### src/hw/rtl/dfbd_pkg.sv
package dfbd_pkg;

    localparam logic [7:0] FLAG_RESET  = 8'h7E;
    localparam int         WINDOW_BITS = 8;
    localparam int         TRIM_BITS   = 7;
    localparam int         QUEUE_DEPTH = 4;

    // What the front part has made of one bit on the line.
    typedef enum logic [1:0] {
        OP_PAYLOAD = 2'd0,
        OP_OPEN    = 2'd1,
        OP_CLOSE   = 2'd2
    } t_op_kind;

    typedef struct packed {
        t_op_kind kind;
        logic     data;
    } t_op;

    // Status flags the queue gives its producer and its consumer.
    typedef struct packed {
        logic empty;
        logic full;
    } t_queue_status;

endpackage

### src/hw/rtl/flag_delimited_bit_deframer_top.sv
// Flag-delimited bit deframer. Bytes arrive on i_data_byte and are examined one bit per
// cycle (unless the queue is full), most significant first, against the flag held in the
// register written through i_wr_en/i_wr_data (0x7E after reset). The first flag opens a
// frame and the next closes it; the payload bits in between leave one per beat on
// o_payload_bit, the final bit of a closed frame marked by o_frame_last. No bit destuffing
// is done. The front end serialises each byte, and the next byte is taken in the cycle the
// previous one finishes. A closing flag that ends a frame of fewer than seven bits holds
// the back end while it releases those bits; a small queue between the two ends absorbs
// this and any stall on the output side.
module flag_delimited_bit_deframer_top
    import dfbd_pkg::*;
#(
    parameter int QueueDepth = QUEUE_DEPTH
) (
    input  logic       i_clk,
    input  logic       i_rst_n,
    input  logic       i_valid,
    output logic       o_ready,
    input  logic [7:0] i_data_byte,
    input  logic       i_wr_en,
    input  logic [7:0] i_wr_data,
    output logic       o_valid,
    input  logic       i_ready,
    output logic       o_payload_bit,
    output logic       o_frame_last
);

    t_queue_status q_status;
    t_op           push_op;
    t_op           head_op;
    logic          push;
    logic          pop;

    dfbd_front u_front (
        .i_clk       (i_clk),
        .i_rst_n     (i_rst_n),
        .i_valid     (i_valid),
        .o_ready     (o_ready),
        .i_data_byte (i_data_byte),
        .i_wr_en     (i_wr_en),
        .i_wr_data   (i_wr_data),
        .i_q_status  (q_status),
        .o_push      (push),
        .o_op        (push_op)
    );

    dfbd_queue #(
        .DEPTH (QueueDepth)
    ) u_queue (
        .i_clk    (i_clk),
        .i_rst_n  (i_rst_n),
        .i_push   (push),
        .i_op     (push_op),
        .i_pop    (pop),
        .o_head   (head_op),
        .o_status (q_status)
    );

    dfbd_back u_back (
        .i_clk         (i_clk),
        .i_rst_n       (i_rst_n),
        .i_op          (head_op),
        .i_q_status    (q_status),
        .o_pop         (pop),
        .o_valid       (o_valid),
        .i_ready       (i_ready),
        .o_payload_bit (o_payload_bit),
        .o_frame_last  (o_frame_last)
    );

endmodule

### src/hw/rtl/dfbd_queue.sv
module dfbd_queue
    import dfbd_pkg::*;
#(
    parameter int DEPTH = QUEUE_DEPTH
) (
    input  logic          i_clk,
    input  logic          i_rst_n,
    input  logic          i_push,
    input  t_op           i_op,
    input  logic          i_pop,
    output t_op           o_head,
    output t_queue_status o_status
);

    localparam int PTR_W = $clog2(DEPTH);

    t_op              r_mem [DEPTH];
    logic [PTR_W:0]   r_wr_ptr;
    logic [PTR_W:0]   r_rd_ptr;
    logic             full;
    logic             empty;

    assign empty = (r_wr_ptr == r_rd_ptr);
    assign full  = (r_wr_ptr[PTR_W] != r_rd_ptr[PTR_W]) &&
                   (r_wr_ptr[PTR_W-1:0] == r_rd_ptr[PTR_W-1:0]);

    assign o_head         = r_mem[r_rd_ptr[PTR_W-1:0]];
    assign o_status.empty = empty;
    assign o_status.full  = full;

    always_ff @(posedge i_clk) begin
        if (i_push && !full) begin
            r_mem[r_wr_ptr[PTR_W-1:0]] <= i_op;
        end
    end

    always_ff @(posedge i_clk) begin
        if (!i_rst_n) begin
            r_wr_ptr <= '0;
            r_rd_ptr <= '0;
        end else begin
            if (i_push && !full) begin
                r_wr_ptr <= r_wr_ptr + (PTR_W + 1)'(1);
            end
            if (i_pop && !empty) begin
                r_rd_ptr <= r_rd_ptr + (PTR_W + 1)'(1);
            end
        end
    end

`ifndef NO_ASSERTIONS
    a_no_push_when_full: assert property (@(posedge i_clk) disable iff (!i_rst_n)
        full |-> !i_push)
        else $error("queue pushed while full");
    a_no_pop_when_empty: assert property (@(posedge i_clk) disable iff (!i_rst_n)
        empty |-> !i_pop)
        else $error("queue popped while empty");
`endif

endmodule

### src/hw/rtl/dfbd_front.sv
module dfbd_front
    import dfbd_pkg::*;
(
    input  logic          i_clk,
    input  logic          i_rst_n,
    input  logic          i_valid,
    output logic          o_ready,
    input  logic [7:0]    i_data_byte,
    input  logic          i_wr_en,
    input  logic [7:0]    i_wr_data,
    input  t_queue_status i_q_status,
    output logic          o_push,
    output t_op           o_op
);

    logic [7:0] r_flag;
    logic [7:0] r_hist;
    logic       r_inside;
    logic [7:0] r_shift;
    logic [2:0] r_idx;
    logic       r_busy;

    logic [7:0] hist_next;
    logic       match;
    logic       advance;
    logic       accept;

    assign hist_next = {r_hist[6:0], r_shift[7]};
    assign match     = (hist_next == r_flag);
    assign advance   = r_busy && !i_q_status.full;
    assign o_ready   = !r_busy || (advance && (r_idx == 3'd7));
    assign accept    = i_valid && o_ready;

    // Bits outside a frame that do not match the flag leave no trace downstream.
    assign o_push = advance && (match || r_inside);

    always_comb begin
        o_op.data = r_shift[7];
        if (match) begin
            o_op.kind = r_inside ? OP_CLOSE : OP_OPEN;
        end else begin
            o_op.kind = OP_PAYLOAD;
        end
    end

    always_ff @(posedge i_clk) begin
        if (!i_rst_n) begin
            r_flag   <= FLAG_RESET;
            r_hist   <= '0;
            r_inside <= 1'b0;
            r_idx    <= '0;
            r_busy   <= 1'b0;
            r_shift  <= '0;
        end else begin
            if (i_wr_en) begin
                r_flag <= i_wr_data;
            end
            if (advance) begin
                r_hist <= hist_next;
                if (match) begin
                    r_inside <= !r_inside;
                end
            end
            if (accept) begin
                r_shift <= i_data_byte;
                r_idx   <= '0;
                r_busy  <= 1'b1;
            end else if (advance) begin
                r_shift <= {r_shift[6:0], 1'b0};
                r_idx   <= r_idx + 3'd1;
                if (r_idx == 3'd7) begin
                    r_busy <= 1'b0;
                end
            end
        end
    end

`ifndef NO_ASSERTIONS
    a_inside_moves_on_flag: assert property (@(posedge i_clk) disable iff (!i_rst_n)
        !(advance && match) |=> $stable(r_inside))
        else $error("frame state changed without a flag match");
    a_accept_only_at_byte_end: assert property (@(posedge i_clk) disable iff (!i_rst_n)
        (accept && r_busy) |-> (r_idx == 3'd7 && advance))
        else $error("beat accepted before the previous byte was serialised");
`endif

endmodule

### src/hw/rtl/dfbd_back.sv
module dfbd_back
    import dfbd_pkg::*;
(
    input  logic          i_clk,
    input  logic          i_rst_n,
    input  t_op           i_op,
    input  t_queue_status i_q_status,
    output logic          o_pop,
    output logic          o_valid,
    input  logic          i_ready,
    output logic          o_payload_bit,
    output logic          o_frame_last
);

    logic [7:0] r_win;
    logic [3:0] r_cnt;
    logic [2:0] r_drain;
    logic       r_out_valid;
    logic       r_out_bit;
    logic       r_out_last;

    logic [7:0] n_win;
    logic [3:0] n_cnt;
    logic [2:0] n_drain;
    logic       emit;
    logic       emit_bit;
    logic       emit_last;
    logic       out_free;

    assign out_free = !r_out_valid || i_ready;
    assign o_pop    = out_free && !i_q_status.empty && (r_drain == 3'd0);

    always_comb begin
        n_win     = r_win;
        n_cnt     = r_cnt;
        n_drain   = r_drain;
        emit      = 1'b0;
        emit_bit  = 1'b0;
        emit_last = 1'b0;
        if (out_free && (r_drain != 3'd0)) begin
            // A short frame is released oldest bit first, the newest marked last.
            emit      = 1'b1;
            emit_bit  = r_win[r_drain - 3'd1];
            emit_last = (r_drain == 3'd1);
            n_drain   = r_drain - 3'd1;
        end else if (o_pop) begin
            case (i_op.kind)
                OP_OPEN: begin
                    n_cnt = '0;
                end
                OP_PAYLOAD: begin
                    if (r_cnt == 4'(WINDOW_BITS)) begin
                        emit     = 1'b1;
                        emit_bit = r_win[7];
                    end else begin
                        n_cnt = r_cnt + 4'd1;
                    end
                    n_win = {r_win[6:0], i_op.data};
                end
                OP_CLOSE: begin
                    // The seven newest held bits belong to the closing flag.
                    if (r_cnt == 4'(WINDOW_BITS)) begin
                        emit      = 1'b1;
                        emit_bit  = r_win[7];
                        emit_last = 1'b1;
                    end else if (r_cnt < 4'(TRIM_BITS)) begin
                        n_drain = r_cnt[2:0];
                    end
                    n_cnt = '0;
                end
                default: begin
                    n_cnt = r_cnt;
                end
            endcase
        end
    end

    always_ff @(posedge i_clk) begin
        if (!i_rst_n) begin
            r_win       <= '0;
            r_cnt       <= '0;
            r_drain     <= '0;
            r_out_valid <= 1'b0;
        end else begin
            r_win   <= n_win;
            r_cnt   <= n_cnt;
            r_drain <= n_drain;
            if (out_free) begin
                r_out_valid <= emit;
            end
        end
    end

    always_ff @(posedge i_clk) begin
        if (out_free && emit) begin
            r_out_bit  <= emit_bit;
            r_out_last <= emit_last;
        end
    end

    assign o_valid       = r_out_valid;
    assign o_payload_bit = r_out_bit;
    assign o_frame_last  = r_out_last;

`ifndef NO_ASSERTIONS
    a_count_in_range: assert property (@(posedge i_clk) disable iff (!i_rst_n)
        r_cnt <= 4'(WINDOW_BITS))
        else $error("held bit count beyond the window");
    a_drain_after_close: assert property (@(posedge i_clk) disable iff (!i_rst_n)
        (r_drain != 3'd0) |-> (r_cnt == 4'd0 && !o_pop))
        else $error("window touched while a short frame drains");
`endif

endmodule

### config.mk
export PLATFORM = sky130hd
export DESIGN_NAME = flag_delimited_bit_deframer_top
export DESIGN_NICKNAME = d
export VERILOG_FILES = /design/src/hw/rtl/dfbd_pkg.sv /design/src/hw/rtl/flag_delimited_bit_deframer_top.sv /design/src/hw/rtl/dfbd_queue.sv /design/src/hw/rtl/dfbd_front.sv /design/src/hw/rtl/dfbd_back.sv
export SDC_FILE = /design/constraint.sdc
export NUM_CORES = 1
export LEC_CHECK = 0
export BUFFER_PORTS_ARGS = -buffer_cell sky130_fd_sc_hd__clkbuf_2
export CORE_ASPECT_RATIO = 1.2
export CORE_MARGIN = 4
export CORE_UTILIZATION = 64
export CTS_CLUSTER_DIAMETER = 40
export DETAILED_ROUTE_END_ITERATION = 12
export GPL_TIMING_DRIVEN = 0
export PLACE_DENSITY = 0.91
export SYNTH_ARGS = -nofsm -noshare
export SYNTH_HDL_FRONTEND = slang
export SYNTH_SLANG_ARGS = --single-unit
### constraint.sdc
create_clock -name i_clk -period 4.1 [get_ports i_clk]
set_input_delay 0.41 -clock i_clk [delete_from_list [all_inputs] [get_ports i_clk]]
set_output_delay 0.41 -clock i_clk [all_outputs]
set_load 0.05 [all_outputs]
==> results of run 1 <==
-- kinds of logic (layout without fill, tap and decap cells) --
family / count (synthesis) / count (layout) / share of synthesized area
multiplexers: 26 / 26 / 0.104
flip-flops: 66 / 66 / 0.469
adder cells (fa/ha/maj): 15 / 15 / 0.0603
AND/OR/NAND/NOR: 106 / 106 / 0.172
XOR/XNOR: 16 / 16 / 0.0474
AO/OA/AOI/OAI: 53 / 53 / 0.117
buffers and inverters: 23 / 61 / 0.0305
-- synth_stat cells, types with 2 or more instances --
cell      count  area [sq um]
dfxtp_1      52          1040
nand2_1      45           169
mux2i_1      21           210
ha_1         15           188
nor2b_1      15          93.8
edfxtp_1     14           420
a21boi_0     11          82.6
nand3_1      11          55.1
xnor2_1      11          96.3
inv_1        10          37.5
o21ai_0      10          50.1
a31oi_1       9          56.3
and2_1        7          43.8
clkbuf_1      7          26.3
a21oi_1       5          25.0
mux4_2        5           113
nor2_1        5          18.8
and3_1        4          25.0
buf_2         4          20.0
o31ai_1       4          30.0
xor2_1        4          35.0
nand2b_1      3          18.8
nor3_1        3          15.0
o211ai_1      3          22.5
o21a_1        3          22.5
nand4_1       2          12.5
nor4_1        2          12.5
o31a_1        2          17.5
or3_1         2          12.5
or4_1         2          15.0
-- final timing paths --
check                                            to  slack (ns)  cells past startpoint
worst max-delay path                        o_ready        1.80                      4
worst max register to register  u_back.o_frame_last        1.80                      7
worst min register to register     u_front.r_idx[2]        0.47                      2
worst min-delay path              u_front.r_flag[4]        0.29                      3
-- power by group through the flow --
stage	logic, mW	registers (mW)	clock network, mW
finish	0.317	0.747	0.547
global route	0.347	0.752	0.587
CTS	0.318	0.747	0.555
detailed placement	0.315	0.761	0
global placement	0.301	0.757	0
floorplan	0.193	0.801	0
-- area by class of cell --
class / count / area, sq um / share of cell area
Clock inverter: 2 / 35.0 / 0.0100
Buffer: 13 / 57.6 / 0.0165
Inverter: 10 / 37.5 / 0.0107
Clock buffer: 14 / 163 / 0.0465
Sequential cell: 66 / 1460 / 0.418
Multi-Input combinational cell: 216 / 1560 / 0.446
Tap cell: 58 / 72.6 / 0.0208
Timing Repair Buffer: 22 / 110 / 0.0315
-- metal layers --
metal  track usage  vias up
met4         0.130        0
li1              -     1147
met1         0.246     1130
met5             0        -
met2         0.425       55
met3        0.0383       16
-- through the flow --
| stage | area [sq um] | instances |
|---|---|---|
| after CTS | 3490 | 401 |
| after global routing | 3490 | 401 |
| after global placement | 3300 | 385 |
| final | 3490 | 401 |
| after floorplan | 3110 | 305 |
| after detailed placement | 3300 | 385 |
-- worst reg2reg max path, stage by stage (launching register included) --
cell,delay (ns)
dfxtp_1,0.41
mux4_2,0.55
inv_1,0.11
ha_1,0.14
buf_1,0.33
o21a_1,0.18
a21oi_1,0.10
nor2_1,0.18
-- state kept, by name, indices dropped and copies added, names as in the netlist, named ones only --
| name | cells |
|---|---|
| u_front.r_busy | 1 |
| u_back.o_frame_last | 1 |
| u_queue.r_mem | 12 |
| u_front.r_flag | 8 |
| u_front.r_inside | 1 |
| u_back.o_valid | 1 |
| u_back.r_cnt | 4 |
| u_queue.r_wr_ptr | 3 |
| u_front.r_idx | 3 |
| u_back.r_drain | 3 |
| u_back.r_win | 8 |
| u_front.r_shift | 8 |
| u_back.o_payload_bit | 1 |
| u_front.r_hist | 7 |
| u_queue.r_rd_ptr | 3 |
==> impl_results.md, run 1 <==
* Status: complete, no violations
* DRT met1 WL at between 2 and 3 mm
* CTS Buf Count at 9
* Final Util at 0.750
* Post-CTS Setup Bufs at 0
* Max Clock Skew at 0.0119 ns
* Critical Path Source: u_queue.r_wr_ptr[1]
* CTS Sinks at 66
* Initial antenna violation count at 0
* H-Tree Depth at 3
* Number of global-route vias before repair at 2461
* Type of origin of the critical path: register
* Clk_lat worst skew at about 0.34 ns
* Crit path kind: register to output pin
* Clock Pin Slew Worst Setup and Hold Paths at 0.07 ns
* Post-synth EDFFs at 14
* Synthesis-to-finish area growth at 12.2%
* Commonest non-fill, non-tap cell in the layout: dfxtp_1
* ANT cells at 0
* Fraction of registers with async set/reset at 0
* Worst path buffer plus inverter count at 1
* Min Tclk post-route at about 2.3 ns
* Placer Congestion at 0.835
* Post-synthesis sequential area ratio at 0.469
* Via count at 2348
* Die area at 6050 sq um
* Worst Hold Class: input pin to register
* Die Span Y at ~84 um
* Req. time, crit path at 3.69 ns
* Total track usage at 0.232
* Die W at 71.7 um
* Critical path peak fanout at 5
* Worst Tran Pin Value at 0.554 ns
* GR Overflow Total at 0
* Final setup TNS at 0 ns
* DR WL met3 at 229 um
* Maximum number of pins on one net before global-route repair at 11
* Setup ws final at around 1.8 ns
* Hold Slack at 0.288 ns
* Leading register cell type out of synthesis: dfxtp_1
* Syn Std Cell Area at 3110 sq um
* Slowest stage cell, crit path: o31ai_1
* CTS tree: yes
* Max IR drop VDD at approximately 0.00027 V
* Net Sw Frac at 0.292
* Data arrival, critical path at 1.89 ns
* Cts hold-fix bufs at 0
* Tot Pwr at 1.61 mW
* Cell-internal power at ~1.1 mW
* Initial DRC Count at 110
* Drt via density at 5.86
* Sequential share of power at 0.464
* Commonest non-fill, non-tap cells in the layout: dfxtp_1 (52), nand2_1 (45), clkbuf_2 (22)
* Fin nets at 374
* Leak Pwr at 1.38 nW
* Final setup fails at 0
* Psw at 0.470 mW
* Fill cells at 304
* Final HPWL DP at 4.75 mm
* Rows at 27
* Final slew viol count at 0
* Max Cap Viol at 0
* #FFs+latches synth at 66
* Clk pwr share at 0.340
* Max-slew headroom at the worst pin at 0.631
* Max frequency at 434 MHz
* Top Ports at 25
* Crit path cell chain: xor2_2, o31ai_1, nand2_1, clkbuf_2
* Crit share post-route at 0.562
* Synth unique cells at 44
* Cells after Synth at 305
* DRC viols at 0
* Initial Util at 0.668
* Clk buf depth at 2
* # port buffers at 22
* Post_cts resized at 0
* Met2 wire len at 3.58 mm
* WL/cell at 16.3 um
* Ys Warns at 0
* DR pass1 iterations at 4
* Wire length of the first global-routing pass at 10.9 mm
* CP delay by family, top: compound AO/OA/AOI/OAI gates
* Worst Setup End Kind: output pin
* PwrDens at 461 nW/um^2
* Pre-CTS setup slack at 1.80 ns
* Area of the core at 4660 sq um
* Syn_nets at approximately 340
* Hold wc startpoint: i_wr_data[4]
* Unrepaired setup endpoints after global routing: no
* Routed WL at 6.54 mm
* Gate power share at 0.197
* Max incr delay on CP at 0.49 ns
* Mean Syn Cell Area at roughly 10 sq um
* Antenna Nets Post-Route at 0
* Final hold viol count at 0
* Layout cells sized above 1 at 0.149
* Root Buffer: clkbuf_8
* Top Metal Used: met4
Note: power is estimated with default switching activity, not from simulation.
==> run 2: changes to the inputs <==
--- a/config.mk
+++ b/config.mk
@@ -8,11 +8,11 @@
 export BUFFER_PORTS_ARGS = -buffer_cell sky130_fd_sc_hd__clkbuf_2
 export CORE_ASPECT_RATIO = 1.2
 export CORE_MARGIN = 4
-export CORE_UTILIZATION = 64
+export CORE_UTILIZATION = 53
 export CTS_CLUSTER_DIAMETER = 40
 export DETAILED_ROUTE_END_ITERATION = 12
 export GPL_TIMING_DRIVEN = 0
-export PLACE_DENSITY = 0.91
+export PLACE_DENSITY = 0.82
 export SYNTH_ARGS = -nofsm -noshare
 export SYNTH_HDL_FRONTEND = slang
 export SYNTH_SLANG_ARGS = --single-unit
==> constraint.sdc (replaced) <==
create_clock -name i_clk -period 1.9 [get_ports i_clk]
set_input_delay 0.19 -clock i_clk [delete_from_list [all_inputs] [get_ports i_clk]]
set_output_delay 0.19 -clock i_clk [all_outputs]
set_load 0.05 [all_outputs]
==> run 2 against run 1 <==
Against the previous run: the flow now finishes with violations (negative setup slack); worst hold slack got worse by 0.23 ns; power rose by 120%; via count fell by 0.85%; register-to-register slack got worse by 1.9 ns; clock skew fell by 0.0047 ns.
==> impl_results.md, run 2 (same netlist as run 1, synthesis figures left out) <==
* Initial antenna violation count at 0 (unchanged)
* GR Overflow Total at 0 (unchanged)
* Rows at 30 (+11%)
* Placer Congestion at 0.878 (+5.1%)
* Crit path cell chain: mux4_2, inv_4, ha_4, o31a_1, nand2_2, and3_4, o31a_1
* Max frequency at between 400 and 500 MHz
* DR pass1 iterations at 4 (unchanged)
* Synthesis-to-finish area growth at 18.6%
* Max FFs per register at 12 (unchanged)
* DRC viols at 0 (unchanged)
* Die W at 78.0 um (+8.8%)
* Final instance area at 3690 sq um (+5.7%)
* Commonest non-fill, non-tap cell in the layout: dfxtp_1
* Worst R2R Path Depth at 7 (unchanged)
* ANT cells at 0 (unchanged)
* Cts hold-fix bufs at 0 (unchanged)
* Leak Pwr at 1.43 nW (+3.7%)
* Setup ws final at -0.121 ns (-1.92 ns)
* Final slew viol count at 0 (unchanged)
* Reg2reg end: u_back.r_drain[0]
* Number of global-route vias before repair at 2273 (-7.6%)
* Die area at 7170 sq um (+19%)
* Cell Area, Placed at 3380 sq um (+2.5%)
* Clock Pin Slew Worst Setup and Hold Paths at 0.07 ns (about the same)
* Commonest non-fill, non-tap cells in the layout: dfxtp_1 (51), nand2_1 (43), clkbuf_2 (22)
* Top Ports at 25 (unchanged)
* Die Span Y at 92.0 um (+8.9%)
* Initial Util at 0.549 (-0.119)
* Status: finished with violations
* Hold Slack at 0.0586 ns (-0.229 ns)
* Fin nets at 381 (+1.9%)
* CTS tree: yes
* Via count at 2328 (-0.85%)
* Final HPWL DP at 4.30 mm (-9.4%)
* Req. time, crit path at 2.13 ns (-1.56 ns)
* Critical path peak fanout at 4 (-1)
* # port buffers at 22 (unchanged)
* Violated checks: negative setup slack
* Critical Path End: u_back.r_drain[0]
* Worst Hold Class: input pin to register
* Drt via density at 5.41 (-7.5%)
* Slowest stage cell, crit path: mux4_2
* Area of the core at 5670 sq um (+22%)
* Final setup fails at 12 (+12)
* Hold wc startpoint: i_wr_data[6]
* Crit share post-route at 1.06
* Maximum number of pins on one net before global-route repair at 11 (unchanged)
* Max Cap Viol at 0 (unchanged)
* Crit path kind: register to register
* H-Tree Depth at 3 (unchanged)
* WL/cell at 14.4 um (-12%)
* Worst Tran Pin Value at 0.571 ns (+0.0176 ns)
* Total track usage at 0.187 (-0.0454)
* Routed WL at 6.21 mm (-5.1%)
* Initial DRC Count at 131 (+19%)
* Min Tclk post-route at about 2.0 ns
* CTS Buf Count at 9 (unchanged)
* Tot Pwr at 3.49 mW (+120%)
* PwrDens at 945 nW/um^2 (+100%)
* Data arrival, critical path at 2.26 ns (+0.37 ns)
* Final hold viol count at 0 (unchanged)
* Root Buffer: clkbuf_8
* Max IR drop VDD at 0.000540 V (+97%)
* CTS Sinks at 66 (unchanged)
* Wire length of the first global-routing pass at 10.4 mm (-5.2%)
* Register-to-register setup slack at -0.12 ns (-1.92 ns)
* Layout cells sized above 1 at 0.223 (+0.0742)
* Final setup TNS at -0.734 ns (-0.734 ns)
* Type of origin of the critical path: register
* Max incr delay on CP at 0.57 ns (+0.08 ns)
* Clk_lat worst skew at 0.34 ns (about the same)
* Antenna Nets Post-Route at 0 (unchanged)
* Max-slew headroom at the worst pin at 0.619 (-0.0117)
* Crit path top cell by count: o31a_1
* Unrepaired setup endpoints after global routing: yes
* Clk buf depth at 2 (unchanged)
* Worst Setup End Kind: register
* Max Clock Skew at 0.00728 ns (-0.00466 ns)
==> run 2: changes by cell type in the layout (fill, tap and decap cells not counted), moves of 2 or more <==
cell / previous run / this run
a21boi_0: 11 / 9
buf_4: 1 / 7
buf_6: 0 / 2
ha_1: 15 / 11
ha_4: 0 / 3
inv_1: 10 / 8
nand2_1: 45 / 43
nand2_2: 0 / 2
==> run 2: layer usage <==
layer | part of all wire | GRT usage
met4 | 0.028 | 0.0860
met1 | 0.42 | 0.208
met3 | 0.044 | 0.0530
met2 | 0.50 | 0.326
met5 | 0 | 0
==> run 2: power by group <==
group          internal [mW]  switching [mW]  leakage [nW]
logic                  0.297           0.450         0.769
registers               1.53          0.0860         0.564
clock network          0.625           0.509        0.0989
==> run 2: worst min-delay path by stage <==
stage                   endpoint  slack (ns)  cells after the start
2_1_floorplan  u_front.r_flag[1]        0.32                      2
3_3_place_gp   u_front.r_flag[2]        0.41                      3
3_5_place_dp   u_front.r_flag[3]        0.41                      3
4_1_cts        u_front.r_flag[6]        0.05                      3
5_1_grt        u_front.r_flag[5]        0.06                      3
6_report       u_front.r_flag[6]        0.06                      3
==> run 2: per-stage QoR <==
stage	utilization	std cells	setup WS, ns
after floorplan	-	305	-0.00221
after global routing	0.652	430	-0.215
after CTS	0.639	426	-0.0999
after global placement	0.596	407	-0.113
after detailed placement	0.596	407	-0.171
final	0.652	430	-0.121
==> run 2: what timing repair did <==
item / 4_1_cts / 5_1_grt
endpoints found under the setup margin: 8 / 46
resized for setup: 10 / 12
buffers inserted: 4 / 4
pin swaps: 10 / 7
==> run 2: cell type report <==
| type | count | area, sq um |
|---|---|---|
| buffer | 12 | 56.3 |
| clock buffer | 15 | 188 |
| clock inverter | 1 | 5.00 |
| fill | 434 | 1970 |
| inverter | 10 | 40.0 |
| multi-input combinational | 216 | 1660 |
| sequential | 66 | 1470 |
| tap | 80 | 100 |
| timing repair buffer | 30 | 178 |
==> run 2: worst max-delay path, delay by kind of cell, from the launching register on <==
family,cells,cell delay [ns]
DFF,1,0.37
muxes,1,0.57
AOI/OAI and AO/OA,2,0.45
buffers and inverters,1,0.11
adders and majority gates,1,0.12
and+or+nand+nor,2,0.28
